<file path="src/ahfr_pkg.sv">
// ----------------------------------------------------------------------------
// ahfr_pkg
// Types, codes and character helpers of the ASCII hex frame receiver.
// ----------------------------------------------------------------------------
package ahfr_pkg;

    localparam int MAX_FRAME_CHARS_DEF = 512;

    localparam logic [6:0] CH_ENQ = 7'h05;
    localparam logic [6:0] CH_STX = 7'h02;
    localparam logic [6:0] CH_ETX = 7'h03;

    localparam logic [2:0] PH_IDLE  = 3'd0;
    localparam logic [2:0] PH_CMD   = 3'd1;
    localparam logic [2:0] PH_DATA  = 3'd2;
    localparam logic [2:0] PH_SUMHI = 3'd3;
    localparam logic [2:0] PH_SUMLO = 3'd4;

    localparam logic [2:0] EV_NONE = 3'd0;
    localparam logic [2:0] EV_ENQ  = 3'd1;
    localparam logic [2:0] EV_CMD  = 3'd2;
    localparam logic [2:0] EV_DATA = 3'd3;
    localparam logic [2:0] EV_GOOD = 3'd4;
    localparam logic [2:0] EV_BAD  = 3'd5;
    localparam logic [2:0] EV_OVER = 3'd6;

    typedef struct packed {
        logic [2:0] phase;
        logic [7:0] running_sum;
        logic [3:0] high_nibble;
        logic       digit_pending;
        logic [7:0] byte_index;
        logic       sum_mismatch;
    } ahfr_state_t;

    typedef struct packed {
        logic [7:0] data_position;
        logic [7:0] value;
        logic [2:0] event_kind;
    } ahfr_result_t;

    function automatic logic [3:0] digit_value(input logic [6:0] c);
        logic [3:0] d;
        d = 4'd0;
        if (c >= 7'h30 && c <= 7'h39) begin
            d = c[3:0];
        end else if (c >= 7'h41 && c <= 7'h46) begin
            d = 4'(c - 7'h37);
        end
        return d;
    endfunction

    function automatic logic [6:0] hex_upper(input logic [3:0] n);
        logic [6:0] c;
        if (n < 4'd10) begin
            c = 7'h30 + {3'd0, n};
        end else begin
            c = 7'h37 + {3'd0, n};
        end
        return c;
    endfunction

endpackage

</file>
<file path="src/ahfr_parser.sv">
// ----------------------------------------------------------------------------
// ahfr_parser
// Next-state and result logic for one received character.
// ----------------------------------------------------------------------------
module ahfr_parser #(
    parameter int MAX_FRAME_CHARS = ahfr_pkg::MAX_FRAME_CHARS_DEF,
    parameter int CNT_W           = $clog2(MAX_FRAME_CHARS + 1)
) (
    input  logic [7:0]           rx_char,
    input  ahfr_pkg::ahfr_state_t state,
    input  logic [CNT_W-1:0]     char_count,
    output ahfr_pkg::ahfr_state_t state_next,
    output logic [CNT_W-1:0]     char_count_next,
    output ahfr_pkg::ahfr_result_t result
);

    logic [6:0] c;
    logic [3:0] dig;
    logic       in_frame;

    assign c        = rx_char[6:0];
    assign dig      = ahfr_pkg::digit_value(c);
    assign in_frame = (state.phase >= ahfr_pkg::PH_CMD) && (state.phase <= ahfr_pkg::PH_SUMLO);

    always_comb begin
        state_next      = state;
        char_count_next = char_count;
        result          = '0;
        result.event_kind = ahfr_pkg::EV_NONE;
        priority if (c == ahfr_pkg::CH_ENQ) begin
            state_next.phase  = ahfr_pkg::PH_IDLE;
            result.event_kind = ahfr_pkg::EV_ENQ;
        end else if (c == ahfr_pkg::CH_STX) begin
            state_next.phase         = ahfr_pkg::PH_CMD;
            state_next.running_sum   = 8'd0;
            state_next.high_nibble   = 4'd0;
            state_next.digit_pending = 1'b0;
            state_next.byte_index    = 8'd0;
            state_next.sum_mismatch  = 1'b0;
            char_count_next          = CNT_W'(1);
        end else if (!in_frame) begin
            state_next.phase = ahfr_pkg::PH_IDLE;
        end else if (char_count >= CNT_W'(MAX_FRAME_CHARS)) begin
            state_next.phase  = ahfr_pkg::PH_IDLE;
            result.event_kind = ahfr_pkg::EV_OVER;
        end else begin
            char_count_next = char_count + CNT_W'(1);
            priority if (state.phase == ahfr_pkg::PH_CMD || state.phase == ahfr_pkg::PH_DATA) begin
                state_next.running_sum = state.running_sum + {1'b0, c};
                priority if (c == ahfr_pkg::CH_ETX) begin
                    state_next.digit_pending = 1'b0;
                    state_next.phase         = ahfr_pkg::PH_SUMHI;
                end else if (state.phase == ahfr_pkg::PH_CMD) begin
                    result.event_kind = ahfr_pkg::EV_CMD;
                    result.value      = {1'b0, c};
                    state_next.phase  = ahfr_pkg::PH_DATA;
                end else if (!state.digit_pending) begin
                    state_next.high_nibble   = dig;
                    state_next.digit_pending = 1'b1;
                end else begin
                    result.event_kind        = ahfr_pkg::EV_DATA;
                    result.value             = {state.high_nibble, dig};
                    result.data_position     = state.byte_index;
                    state_next.byte_index    = state.byte_index + 8'd1;
                    state_next.digit_pending = 1'b0;
                end
            end else if (state.phase == ahfr_pkg::PH_SUMHI) begin
                state_next.sum_mismatch = (c != ahfr_pkg::hex_upper(state.running_sum[7:4]));
                state_next.phase        = ahfr_pkg::PH_SUMLO;
            end else begin
                if (state.sum_mismatch || (c != ahfr_pkg::hex_upper(state.running_sum[3:0]))) begin
                    result.event_kind = ahfr_pkg::EV_BAD;
                end else begin
                    result.event_kind = ahfr_pkg::EV_GOOD;
                end
                state_next.phase = ahfr_pkg::PH_IDLE;
            end
        end
    end

endmodule

</file>
<file path="src/ascii_hex_frame_receiver_core.sv">
// ----------------------------------------------------------------------------
// ascii_hex_frame_receiver_core
// Decodes STX/ETX framed ASCII hex characters into command, data,
// checksum, enquiry and overflow events.
// ----------------------------------------------------------------------------
// Every received character yields exactly one event item, in the cycle after it
// is taken. A new character is accepted in every cycle in which the event
// register is empty or is being read, so the block sustains one character per
// clock; the only loops, the state and count registers, update in one pass.
module ascii_hex_frame_receiver_core #(
    parameter int MAX_FRAME_CHARS = ahfr_pkg::MAX_FRAME_CHARS_DEF
) (
    input  logic        aclk,
    input  logic        aresetn,
    input  logic        s_axis_tvalid,
    output logic        s_axis_tready,
    input  logic [7:0]  s_axis_tdata,   // [7:0] rx_char
    output logic        m_axis_tvalid,
    input  logic        m_axis_tready,
    output logic [23:0] m_axis_tdata    // [2:0] event_kind, [10:3] value,
                                        // [18:11] data_position, [23:19] zero
);

    localparam int CNT_W = $clog2(MAX_FRAME_CHARS + 1);

    ahfr_pkg::ahfr_state_t  state_reg, state_next;
    ahfr_pkg::ahfr_result_t result_reg, result_next;
    logic [CNT_W-1:0]       count_reg, count_next;
    logic                   m_valid_reg;
    logic                   accept;

    assign s_axis_tready = !m_valid_reg || m_axis_tready;
    assign accept        = s_axis_tvalid && s_axis_tready;

    ahfr_parser #(
        .MAX_FRAME_CHARS(MAX_FRAME_CHARS),
        .CNT_W          (CNT_W)
    ) u_parser (
        .rx_char        (s_axis_tdata),
        .state          (state_reg),
        .char_count     (count_reg),
        .state_next     (state_next),
        .char_count_next(count_next),
        .result         (result_next)
    );

    always_ff @(posedge aclk) begin
        if (!aresetn) begin
            state_reg   <= '0;
            count_reg   <= '0;
            m_valid_reg <= 1'b0;
        end else begin
            if (accept) begin
                state_reg   <= state_next;
                count_reg   <= count_next;
                m_valid_reg <= 1'b1;
            end else if (m_axis_tready) begin
                m_valid_reg <= 1'b0;
            end
        end
    end

    always_ff @(posedge aclk) begin
        if (accept) begin
            result_reg <= result_next;
        end
    end

    assign m_axis_tvalid = m_valid_reg;
    assign m_axis_tdata  = {5'd0, result_reg};

endmodule

</file>
<file path="config.mk">
export PLATFORM = sky130hd
export DESIGN_NAME = ascii_hex_frame_receiver_core
export DESIGN_NICKNAME = d
export VERILOG_FILES = /design/src/ahfr_pkg.sv /design/src/ahfr_parser.sv /design/src/ascii_hex_frame_receiver_core.sv
export SDC_FILE = /design/constraint.sdc
export NUM_CORES = 1
export LEC_CHECK = 0
export BUFFER_PORTS_ARGS = -buffer_cell sky130_fd_sc_hd__buf_4
export CAP_MARGIN = 20
export CORE_MARGIN = 4
export CORE_UTILIZATION = 26
export CTS_BUF_LIST = sky130_fd_sc_hd__clkbuf_16
export DETAILED_ROUTE_END_ITERATION = 10
export PLACE_DENSITY = 0.49
export REMOVE_ABC_BUFFERS = 1
export SYNTH_ARGS = -nofsm -noshare
export SYNTH_HDL_FRONTEND = slang
export SYNTH_HIERARCHICAL = 1
export SYNTH_SLANG_ARGS = --single-unit
</file>
<file path="constraint.sdc">
create_clock -name aclk -period 3.1 [get_ports aclk]
set_clock_uncertainty 0.05 [all_clocks]
set_input_delay 0.465 -clock aclk [delete_from_list [all_inputs] [get_ports aclk]]
set_output_delay 0.465 -clock aclk [all_outputs]
set_load 0.05 [all_outputs]
</file>
# After elaboration in Yosys (flattened, before gate mapping)

Cells that the tools add are included.

$add $sub $neg: 8
Magnitude comparators: 9
Equality and inequality tests: 15
Multiplexer cells: 51
Bitwise logic cells: 4
Reductions and logical operators: 23

Operators with widths:

| cell                  | number |
|---|---|
| $mux 7                | 14 |
| $mux 22               | 2 |
| $mux 19               | 2 |
| $mux 10               | 3 |
| $mux 3                | 10 |
| $add 6x4->7 const A   | 4 |
| $mux 25               | 1 |
| $mux 8                | 3 |
| $mux 21               | 1 |
| $mux 4                | 4 |
| $reduce_and 8->1      | 2 |
| $eq 7x2->1 const B    | 2 |
| $ne 7x7->1            | 2 |
| $mux 13               | 1 |
| $reduce_and 6->1      | 2 |
| $mux 11               | 1 |
| $add 10x1->10 const B | 1 |
| $ge 10x10->1 const B  | 1 |
| $ne 2x1->1 const B    | 5 |
| $reduce_bool 2->1     | 5 |
| $mux 1                | 9 |
| $add 8x1->8 const B   | 1 |
| $add 8x7->8           | 1 |
| $lt 4x4->1 const B    | 2 |
| 22 further kinds      | 31 |

Register bits after elaboration: 55
Input bits: 12
Output and inout bits: 26
Logic and storage cells: 123

# Logic depth before layout (Yosys ltp)

Depth after elaboration: 16
Mapped depth: 10
Gate-level depth less buffers: 9

# Modules after synthesis

Netlist, hierarchy kept.

By module, submodules not included:

| module                        | instances | cells an instance | area an instance (sq um) |
|---|---|---|---|
| ascii_hex_frame_receiver_core | 1         | 182               | 2,092.0 |
| ahfr_parser                   | 1         | 304               | 2,016.9 |

# Least setup slack after synthesis

OpenSTA, ideal clock, no wires.

Kind: reg2reg
Start point: reg state_reg[24] (netlist name)
End point: reg state_reg[9] (netlist name)
Library setup time: 0.072 ns
Data arrival time: 2.040 ns
Data required time: 2.978 ns
Setup slack: 0.938 ns
Stages on the path, launching flop included: 9
Path buffers: 1
Clock period less this slack: 2.162 ns
Path through: dfxtp_1 -> buf_2 -> nor3b_1 -> inv_2 -> ha_1 -> or3_1 -> a21oi_1 -> nand2_1 -> mux2i_1

Cells in the longest elaborated chain, start to end: 4
Elaborated cells between the ends (all ways): 10
Classes of those cells: 2 x order compare; 3 x eq/ne; 5 x reduce/logical

RTL lines:

| element                                                      | RTL line                             | RTL |
|---|---|---|
| start, declared                                              | ascii_hex_frame_receiver_core.sv:26  | `ahfr_pkg::ahfr_state_t state_reg, state_next;` |
| start signal, assigned                                       | ascii_hex_frame_receiver_core.sv:54  | `state_reg <= state_next;` |
| $ge 3x1->1 (tied with other cells)                           | ahfr_parser.sv:23                    | `assign in_frame = (state.phase >= ahfr_pkg::PH_CMD) && (state.phase <= ahfr_pkg::PH_SUMLO);` |
| $logic_and 1x1->1 / $logic_or 1x1->1 (equally long branches) | ahfr_parser.sv:23, ahfr_parser.sv:48 |  |
| $reduce_bool 2->1 (no source line)                           | --                                   |  |
| $reduce_and 6->1 (no source line) (*)                        | --                                   |  |

Mark *: on every way between the ends. The rest lies on a longest branch, timed or not.
A chain may end at the register's enable or synchronous reset.

# Worst setup path in the final report

Start point: reg state_reg[15] (netlist name)
End point: reg result_reg, in the netlist m_axis_tdata[0] (data pin)

Cells in the longest elaborated chain, start to end: 16
Elaborated cells between the ends (all ways): 18
Classes of those cells: 2 x add/sub; 1 x order compare; 1 x eq/ne; 13 x mux; 1 x reduce/logical

RTL lines:

| element                             | RTL line                            | RTL |
|---|---|---|
| $add 6x4->7 (tied with other cells) | ahfr_pkg.sv:58                      | `c = 7'h37 + {3'd0, n};` |
| $mux 7 (*)                          | ahfr_pkg.sv:55                      | `if (n < 4'd10) begin` |
| $mux 7 (*)                          | ahfr_parser.sv:67                   | `end else if (state.phase == ahfr_pkg::PH_SUMHI) begin` |
| $mux 7 (*)                          | ahfr_parser.sv:48                   | `priority if (state.phase == ahfr_pkg::PH_CMD \|\| state.phase == ahfr_pkg::PH_DATA) begin` |
| $mux 7 (*)                          | ahfr_parser.sv:43                   | `end else if (char_count >= CNT_W'(MAX_FRAME_CHARS)) begin` |
| $mux 7 (*)                          | ahfr_parser.sv:41                   | `end else if (!in_frame) begin` |
| $mux 7 (*)                          | ahfr_parser.sv:33                   | `end else if (c == ahfr_pkg::CH_STX) begin` |
| $mux 7 (*)                          | ahfr_parser.sv:30                   | `priority if (c == ahfr_pkg::CH_ENQ) begin` |
| $ne 7x7->1 (*)                      | ahfr_parser.sv:71                   | `if (state.sum_mismatch \|\| (c != ahfr_pkg::hex_upper(state.running_sum[3:0]))) begin` |
| $logic_or 1x1->1 (*)                | ahfr_parser.sv:71                   |  |
| $mux 1 (*)                          | ahfr_parser.sv:71                   |  |
| $mux 3 (*)                          | ahfr_parser.sv:67                   |  |
| $mux 3 (*)                          | ahfr_parser.sv:48                   |  |
| $mux 3 (*)                          | ahfr_parser.sv:43                   |  |
| $mux 1 (*)                          | ahfr_parser.sv:41                   |  |
| $mux 1 (*)                          | ahfr_parser.sv:33                   |  |
| end signal, assigned                | ascii_hex_frame_receiver_core.sv:65 | `result_reg <= result_next;` |
| end, declared                       | ascii_hex_frame_receiver_core.sv:27 | `ahfr_pkg::ahfr_result_t result_reg, result_next;` |

Mark *: on every way between the ends. The rest lies on a longest branch, timed or not. The select of a mux whose other input is x is not followed.

==> run summary <==
========================================================================================================
Outcome                                                                                     complete, no violations
Slew Limit Headroom                                                                                0.402
Worst ir drop on vdd                                                                              178 uV
Number of buffer cells added on primary ports                                                         31
Std cell rows                                                                                         45
Count of final hold-check violations                                                                   0
Setup violation total in the final timing report                                                       0
Number of buffers on the longest clock path                                                            2
Total standard cell area after synthesis                                                       4110 um^2
Antenna violation net count after detailed routing                                                     0
Met2 WL post-DR                                                                                  4.52 mm
Number of global-route vias before repair                                                           3101
Core box area                                                                                 15300 um^2
Number of vias after detailed routing                                                               3369
Ant diodes                                                                                             0
Routed wire length per instance                                                                  13.1 um
Post-Route Utilization                                                                             0.297
Setup slack of the worst register-to-register path                                               0.69 ns
Pin count of the biggest net entering global routing                                                  72
GRT Residual Overflow                                                                                  0
Leading post-synthesis cells by cell area                                                   sky130_fd_sc_hd__dfxtp_1 (18%), sky130_fd_sc_hd__edfxtp_1 (14%), sky130_fd_sc_hd__mux2i_1 (9.7%)
Endpoint kind of the worst setup timing path                                                        flop
Synth area leader                                                                           sky130_fd_sc_hd__dfxtp_1
Total Neg Setup Slack                                                                               0 ns
Count of hold-fix buffers inserted at cts                                                              0
Endpoint required time on the critical path                                                      3.07 ns
CTS tree                                                                                            done
Arr. time, crit path                                                                             2.37 ns
DIE AREA                                                                                      17900 um^2
Synthesis-stage register bit count                                                                    55
# H-tree levels                                                                                        2
Number of cells upsized or downsized after cts                                                         0
Most common cell after layout, fill and taps aside                                          sky130_fd_sc_hd__nand2_1
Distinct cell type count of the synthesized netlist                                                   68
Starting utilization of the core area                                                              0.268
Cell Pwr Density                                                                             338 nW/um^2
Area occupied by multi-input gates                                                             2520 um^2
Startpoint type of the worst setup path                                                             flop
Worst slack at placement                                                                        0.415 ns
Routed via count divided by cell count                                                              4.73
Total global-route track usage                                                                     0.105
Maximum fanout along the worst path                                                                   10
Detailed placement HPWL                                                                          6.43 mm
Layout net count                                                                                     533
Max Clk Rate                                                                                     416 MHz
Class of the tightest hold or removal check                                                    in -> reg
Top FF cell, synth                                                                          sky130_fd_sc_hd__dfxtp_1
Final Wtd Congestion                                                                               0.851
Mean Syn Cell Area                                                                             8.45 um^2
First-pass iteration count of the detailed router                                                      5
Top-area cell type share of the netlist area                                                       0.175
Share of the clock period used by the worst path                                                   0.776
Proportion of synthesized flip-flops having asynchronous set or reset                                  0
Wire length of the first global-routing pass                                                     15.5 mm
Post-synthesis instance total                                                                        486
Wire length the detailed router placed on met1                                                   4.40 mm
Root buf cell                                                                               sky130_fd_sc_hd__clkbuf_16
Fin. max-slew vios                                                                                     0
Most used cells in the layout excluding fill and tap cells                                  sky130_fd_sc_hd__nand2_1 (95), sky130_fd_sc_hd__mux2i_1 (40), sky130_fd_sc_hd__buf_4 (37)
Unrepaired setup endpoints after global routing                                                    false
Clock Sinks                                                                                           55
Setup WS post-layout                                                                            0.694 ns
Number of max-cap violations                                                                           0
Share of cells above drive strength 1                                                              0.122
Number of antenna violations at the first check in global routing                                      0
Portion of the post-synthesis area used by sequential elements                                     0.314
Post-CTS clock slew at the launch and capture registers of the worst setup and hold paths        0.08 ns
Transition time at the pin with the least slew margin                                           0.896 ns
Max FFs per register                                                                                  25
Highest metal layer with signal wires                                                               met4
Met3 wirelength from detailed routing                                                             330 um
Horizontal die dimension                                                                          134 um
Leakage Power                                                                                 0.00165 uW
Worst-skew pair later-pin latency                                                                0.30 ns
Number of buffers created by CTS                                                                       5
Violation count after the first detailed-routing iteration                                           254
Aggregate routed wire length                                                                     9.37 mm
Count of buffers added by post-CTS timing repair for setup                                             0
Class of the most critical setup path                                                         reg -> reg
Remaining DRCs                                                                                         0
Area delta synth->final                                                                            10.8%
DIE HEIGHT                                                                                        134 um
Fin crit period                                                                                  2.41 ns
Seq. cell area                                                                                 1290 um^2
Number of inserted filler cells in the final layout                                                 1633
YS warnings                                                                                            6
Top Ports                                                                                             38
Number of flops mapped to enable cells by yosys                                                       19
========================================================================================================
==> path summary, 6_finish.rpt <==
| check | from | endpoint | depth (start not counted) |
|---|---|---|---|
| hold / removal | s_axis_tvalid | m_axis_tvalid | 3 |
| setup / recovery | state_reg[15] | m_axis_tdata[0] | 6 |
| setup reg to reg | state_reg[15] | m_axis_tdata[0] | 6 |
| hold reg to reg | state_reg[13] | state_reg[13] | 2 |
==> cell usage after synthesis (all sizes together), types with 10 or more instances <==
cell	number
a21oi	33
dfxtp	36
nand4	10
clkbuf	11
nand3	10
ha	19
xnor2	17
mux2i	40
nand2	97
o21ai	20
edfxtp	19
nor2	33
buf	22
inv	15
and2	13
==> where the power goes <==
part / internal (uW) / switching [uW]
clock: 298 / 273
combinational: 61.7 / 146
sequential: 757 / 4.36
total: 1120 / 423
==> layer usage <==
metal,vias to the layer above,global-route usage
met3,7,0.0200
met2,49,0.175
met5,-,0
met1,1582,0.134
met4,0,0.0389
li1,1731,-
==> final cells by class <==
| type | count | share of cell area |
|---|---|---|
| clock buffer | 5 | 0.0275 |
| sequential | 55 | 0.284 |
| multi-input combinational | 387 | 0.554 |
| tap | 211 | 0.0580 |
| clock inverter | 3 | 0.00385 |
| timing repair buffer | 37 | 0.0610 |
| inverter | 15 | 0.0124 |
==> cells by family (layout without fill, tap and decap cells) <==
family | after synthesis | count (layout) | synth area share
DFF | 55 | 55 | 0.314
other | 1 | 5 | 0.000913
AOI/OAI and AO/OA | 88 | 88 | 0.142
buffers and inverters | 48 | 60 | 0.0758
xor gates and xnor gates | 22 | 22 | 0.0469
muxes | 40 | 40 | 0.0974
adders and majority gates | 20 | 20 | 0.0627
and+or+nand+nor | 212 | 212 | 0.260
==> critical path, cell delays in order (launching register included) <==
cell and delay, ns:
sky130_fd_sc_hd__dfxtp_1 0.51, sky130_fd_sc_hd__nor2b_1 0.27, sky130_fd_sc_hd__a211oi_1 0.09, sky130_fd_sc_hd__or4_1 0.49, sky130_fd_sc_hd__a2111oi_0 0.41, sky130_fd_sc_hd__buf_4 0.18
sky130_fd_sc_hd__o21ai_0 0.11
==> per-stage QoR <==
stage | std cells | hold WS, ns | power [uW] | instance area (um^2)
6_report | 713 | 0.381 | 1540 | 4550
5_1_grt | 713 | 0.394 | 1600 | 4550
4_1_cts | 713 | 0.373 | 1570 | 4550
3_5_place_dp | 705 | 0.415 | 988 | 4410
3_3_place_gp | 705 | 0.401 | 985 | 4410
2_1_floorplan | 457 | 0.390 | 910 | 3870
No activity file was read; power rests on OpenSTA's default activity.
